### config.mk
export PLATFORM = sky130hd
export DESIGN_NAME = eow_ram
export DESIGN_NICKNAME = d
export VERILOG_FILES = /design/src/design/eow_ram.sv
export SDC_FILE = /design/constraint.sdc
export NUM_CORES = 2
export LEC_CHECK = 0
export ABC_CLOCK_PERIOD_IN_PS = 20400
export BUFFER_PORTS_ARGS = -buffer_cell sky130_fd_sc_hd__buf_4
export CAP_MARGIN = 10
export CORE_MARGIN = 4
export CORE_UTILIZATION = 60
export DETAILED_ROUTE_END_ITERATION = 6
export PLACE_DENSITY = 0.76
export SLEW_MARGIN = 20
export SYNTH_ARGS = -nofsm -noshare
export SYNTH_HDL_FRONTEND = slang
export SYNTH_SLANG_ARGS = --single-unit
### constraint.sdc
create_clock -name i_clk -period 20.4 [get_ports i_clk]
set_input_delay 4.08 -clock i_clk [delete_from_list [all_inputs] [get_ports i_clk]]
set_output_delay 4.08 -clock i_clk [all_outputs]
set_load 0.01 [all_outputs]
### src/design/eow_ram.sv
// Generic single-write, single-read synchronous RAM with registered read data.
// No dependencies.
module eow_ram #(
    parameter int WIDTH = 64,
    parameter int DEPTH = 64
) (
    input  logic                     i_clk,
    input  logic                     i_we,
    input  logic [$clog2(DEPTH)-1:0] i_waddr,
    input  logic [WIDTH-1:0]         i_wdata,
    input  logic                     i_re,
    input  logic [$clog2(DEPTH)-1:0] i_raddr,
    output logic [WIDTH-1:0]         o_rdata
);

    logic [WIDTH-1:0] r_mem [DEPTH];
    logic [WIDTH-1:0] r_rdata;

    always_ff @(posedge i_clk) begin
        if (i_we) begin
            r_mem[i_waddr] <= i_wdata;
        end
        if (i_re) begin
            r_rdata <= r_mem[i_raddr];
        end
    end

    assign o_rdata = r_rdata;

endmodule

==> run_results.csv <==
group,metric,value,unit
sta,drv_slew,0,
setup_path,timing.rr.start,"r_mem[10][44]",
layout,fin_nets,7037,
pwr,ir_drop,0.00009267,V
global_routing,grt_overflow,0,
setup_path,worst_setup_path_start_kind,"input port",
setup_path,path_delay_family,"buffers and inverters",
detailed_routing,antenna_left,0,
setup_path,critPathKind,"input port to flop",
sta,max_freq,0.1182,GHz
worst_hold_path,min_from,"r_mem[54][30]",
global_routing,antenna_found_initial,28,
synth,synthAdderAreaFrac,0,%
clocking,clock_path_buffers,4,
layout,syn_to_final_growth,11.98,%
run_status,status,"finished, final reports clean",
global_routing,grt_pass1_vias,79507,
sta,hold_violations,0,
setup_path,path_common_cell,"buf_4",
setup_path,path_cells,"buf_16 > buf_4 > buf_4 > buf_12 > buf_6 > mux4_2 > mux2i_1 > o22ai_1 > a31oi_1 > a211oi_1",
sta,min_period,8.457,ns
clocking,clock_sinks,4160,
sta,skew,0.04211,ns
setup_path,startpoint,"i_raddr[0]",
sta,setup_viol_count_final,0,
worst_hold_path,min_path_type,"flop to flop",
clocking,ctsHoldBuffers,0,
detailed_routing,postRouteWirelength,434.2,mm
sta,relSlewSlack,17.56,%
synth,synth_cells,6598,
detailed_routing,drc,0,
synth,ys_ff_latch,4160,
clocking,post_cts_resized,0,
die,start_util,60.39,%
pwr,p_per_area,100.3,mW/mm²
clocking,clock-root-buffer,"clkbuf_16",
setup_path,crit_path_top_delay_cell,"buf_4",
place,port-buffer-count,142,
global_routing,grt_usage,32.34,%
pwr,leakagePower,0.05471,µW
synth,synth_top_family_by_area,"multiplexers",
clocking,cts_setup_buffers,0,
layout,final_cell_mix,"edfxtp_1, mux4_2, clkbuf_16",
layout,nFillCells,14905,
sta,rsz0062_at_grt,"no",
die,io_pins,143,
clocking,htree_num_levels,5,
detailed_routing,first_pass_iters,6,
setup_path,critPathMaxFanout,98,
setup_path,crit_required,21.02,ns
synth,synth-compound-area-share,2.467,%
sta,whs,0.9176,ns
layout,drive_gt1_share,27.83,%
place,dpl.hpwl,213.3,mm
synth,yosys_warnings,0,
detailed_routing,num_vias,78996,
clocking,clk_latency,0.93,ns
synth,ys_seq_area_share,79.57,%
sta,tightest_slew,1.234,ns
setup_path,max_stage_delay,0.79,ns
global_routing,grt_max_degree,137,
die,die_w,519.5,µm
clocking,cts_made_buffers,397,
job,drv_cap,0,
clocking,tritoncts,"done",
detailed_routing,detail_route.iter0.violations,13749,
sta,fin_crit_sh,41.45,%
synth,synthSimpleGateAreaFrac,1.235,%
synth,synth_xor_area_share,0,%
setup_path,critPathArrivalTime,9.07,ns
setup_path,cp.buffers_inverters,5,
synth,avgSynthCellArea,23.79,µm²
detailed_routing,drt-wirelength-per-cell,40.21,µm
clocking,clk_pin_slew,0.07,ns
sta,fin_tns_setup,0,ns
die,dieArea,0.2699,mm²
die,row_count,187,
synth,synthesis.area,0.1570,mm²
layout,layout_commonest_cell,"edfxtp_1",
die,die_h,519.5,µm
die,core-area,0.2599,mm²
detailed_routing,vias_per_cell,7.314,
place,gp_congestion,0.7943,
synth,synth_mux_area_share,15.55,%
synth,ys_types,32,
synth,syn_nets,6677,
global_routing,grt_pass1_wl,612.6,mm
setup_path,critical_path.endpoint_type,"flop",
[flip-flops by register name (all words and copies together) (netlist names)]
name and count:
o_rdata 64, r_mem 4096
[final timing paths]
path / cells past startpoint / end / slack, ns
worst max register to register: 5 / o_rdata[44] / 18.09
worst min-delay path: 4 / o_rdata[30] / 0.92
worst min register to register: 4 / o_rdata[30] / 0.92
worst max-delay path: 10 / o_rdata[15] / 11.94
[power breakdown]
| part | internal, µW | switching (µW) | leakage (µW) |
|---|---|---|---|
| sequential | 9480 | 33.0 | 0.0375 |
| combinational | 296 | 506 | 0.0110 |
| clock | 4160 | 3150 | 0.00626 |
| total | 13900 | 3690 | 0.0547 |
[layout make-up]
| class | instances | area, µm² | area share [%] |
|---|---|---|---|
| Clock inverter | 251 | 2532 | 1.441 |
| Tap cell | 3496 | 4374 | 2.488 |
| Inverter | 19 | 71.32 | 0.04057 |
| Antenna cell | 23 | 57.56 | 0.03274 |
| Multi-Input combinational cell | 2049 | 30770 | 17.50 |
| Clock buffer | 471 | 10230 | 5.821 |
| Timing Repair Buffer | 331 | 2840 | 1.616 |
| Sequential cell | 4160 | 124900 | 71.06 |
[cells by family (layout without fill, tap and decap cells)]
kind of cell	Yosys count	in the layout
flops	4160	4160
mux	1159	1159
other cells	0	23
compound gates	504	504
simple gates	386	386
buf+inv	389	1072
[metrics by stage]
step	instance area (µm²)	util, %	setup WS [ns]	std cells	power, µW
after CTS	175700	67.59	11.56	10775	17650
final	175800	67.63	11.94	10800	17630
after floorplan	157000	-	10.88	6598	10130
after detailed placement	162900	62.67	10.65	10053	10480
after global placement	162700	62.59	10.69	10045	10450
after global routing	175800	67.62	11.37	10789	18100
[Yosys cell counts]
cell,n,area [µm²]
edfxtp_1,4160,124900
mux4_2,1024,23060
buf_2,170,850.8
a22oi_1,168,1261
clkbuf_1,140,525.5
mux2i_1,135,1351
nor2_1,112,420.4
a22o_1,88,770.7
o22ai_1,83,519.3
and3_1,64,400.4
a211oi_1,63,473.0
nand2_1,58,217.7
nand3_1,45,225.2
o221ai_1,38,332.8
buf_4,34,255.2
or3_1,29,181.4
nor2b_1,28,175.2
or2_2,28,175.2
a41oi_1,26,227.7
buf_1,20,75.07
a2bb2oi_1,19,166.4
inv_1,19,71.32
a31oi_1,18,112.6
nand2b_1,11,68.82
buf_6,6,67.56
and2_1,3,18.77
nand3b_1,2,15.01
nand4_1,2,12.51
nor3_1,2,10.01
a31o_1,1,8.760
nand4b_1,1,8.760
or3b_2,1,8.760
[routing by layer]
metal  up-vias  wire length, µm  global-route usage (%)
met2      7219           206100                   49.40
met5         -               51                       0
met3      1232            58690                   8.854
met4        10            24370                   15.75
li1      29277                -                       -
met1     41258           145000                   44.03
[worst register-to-register path: stages, from the launching register on]
cell	delay [ns]
edfxtp_1	0.39
mux4_2	0.48
nor2b_1	0.16
a211oi_1	0.56
o22ai_1	0.27
and3_1	0.22
No activity file was read; power rests on OpenSTA's default activity.
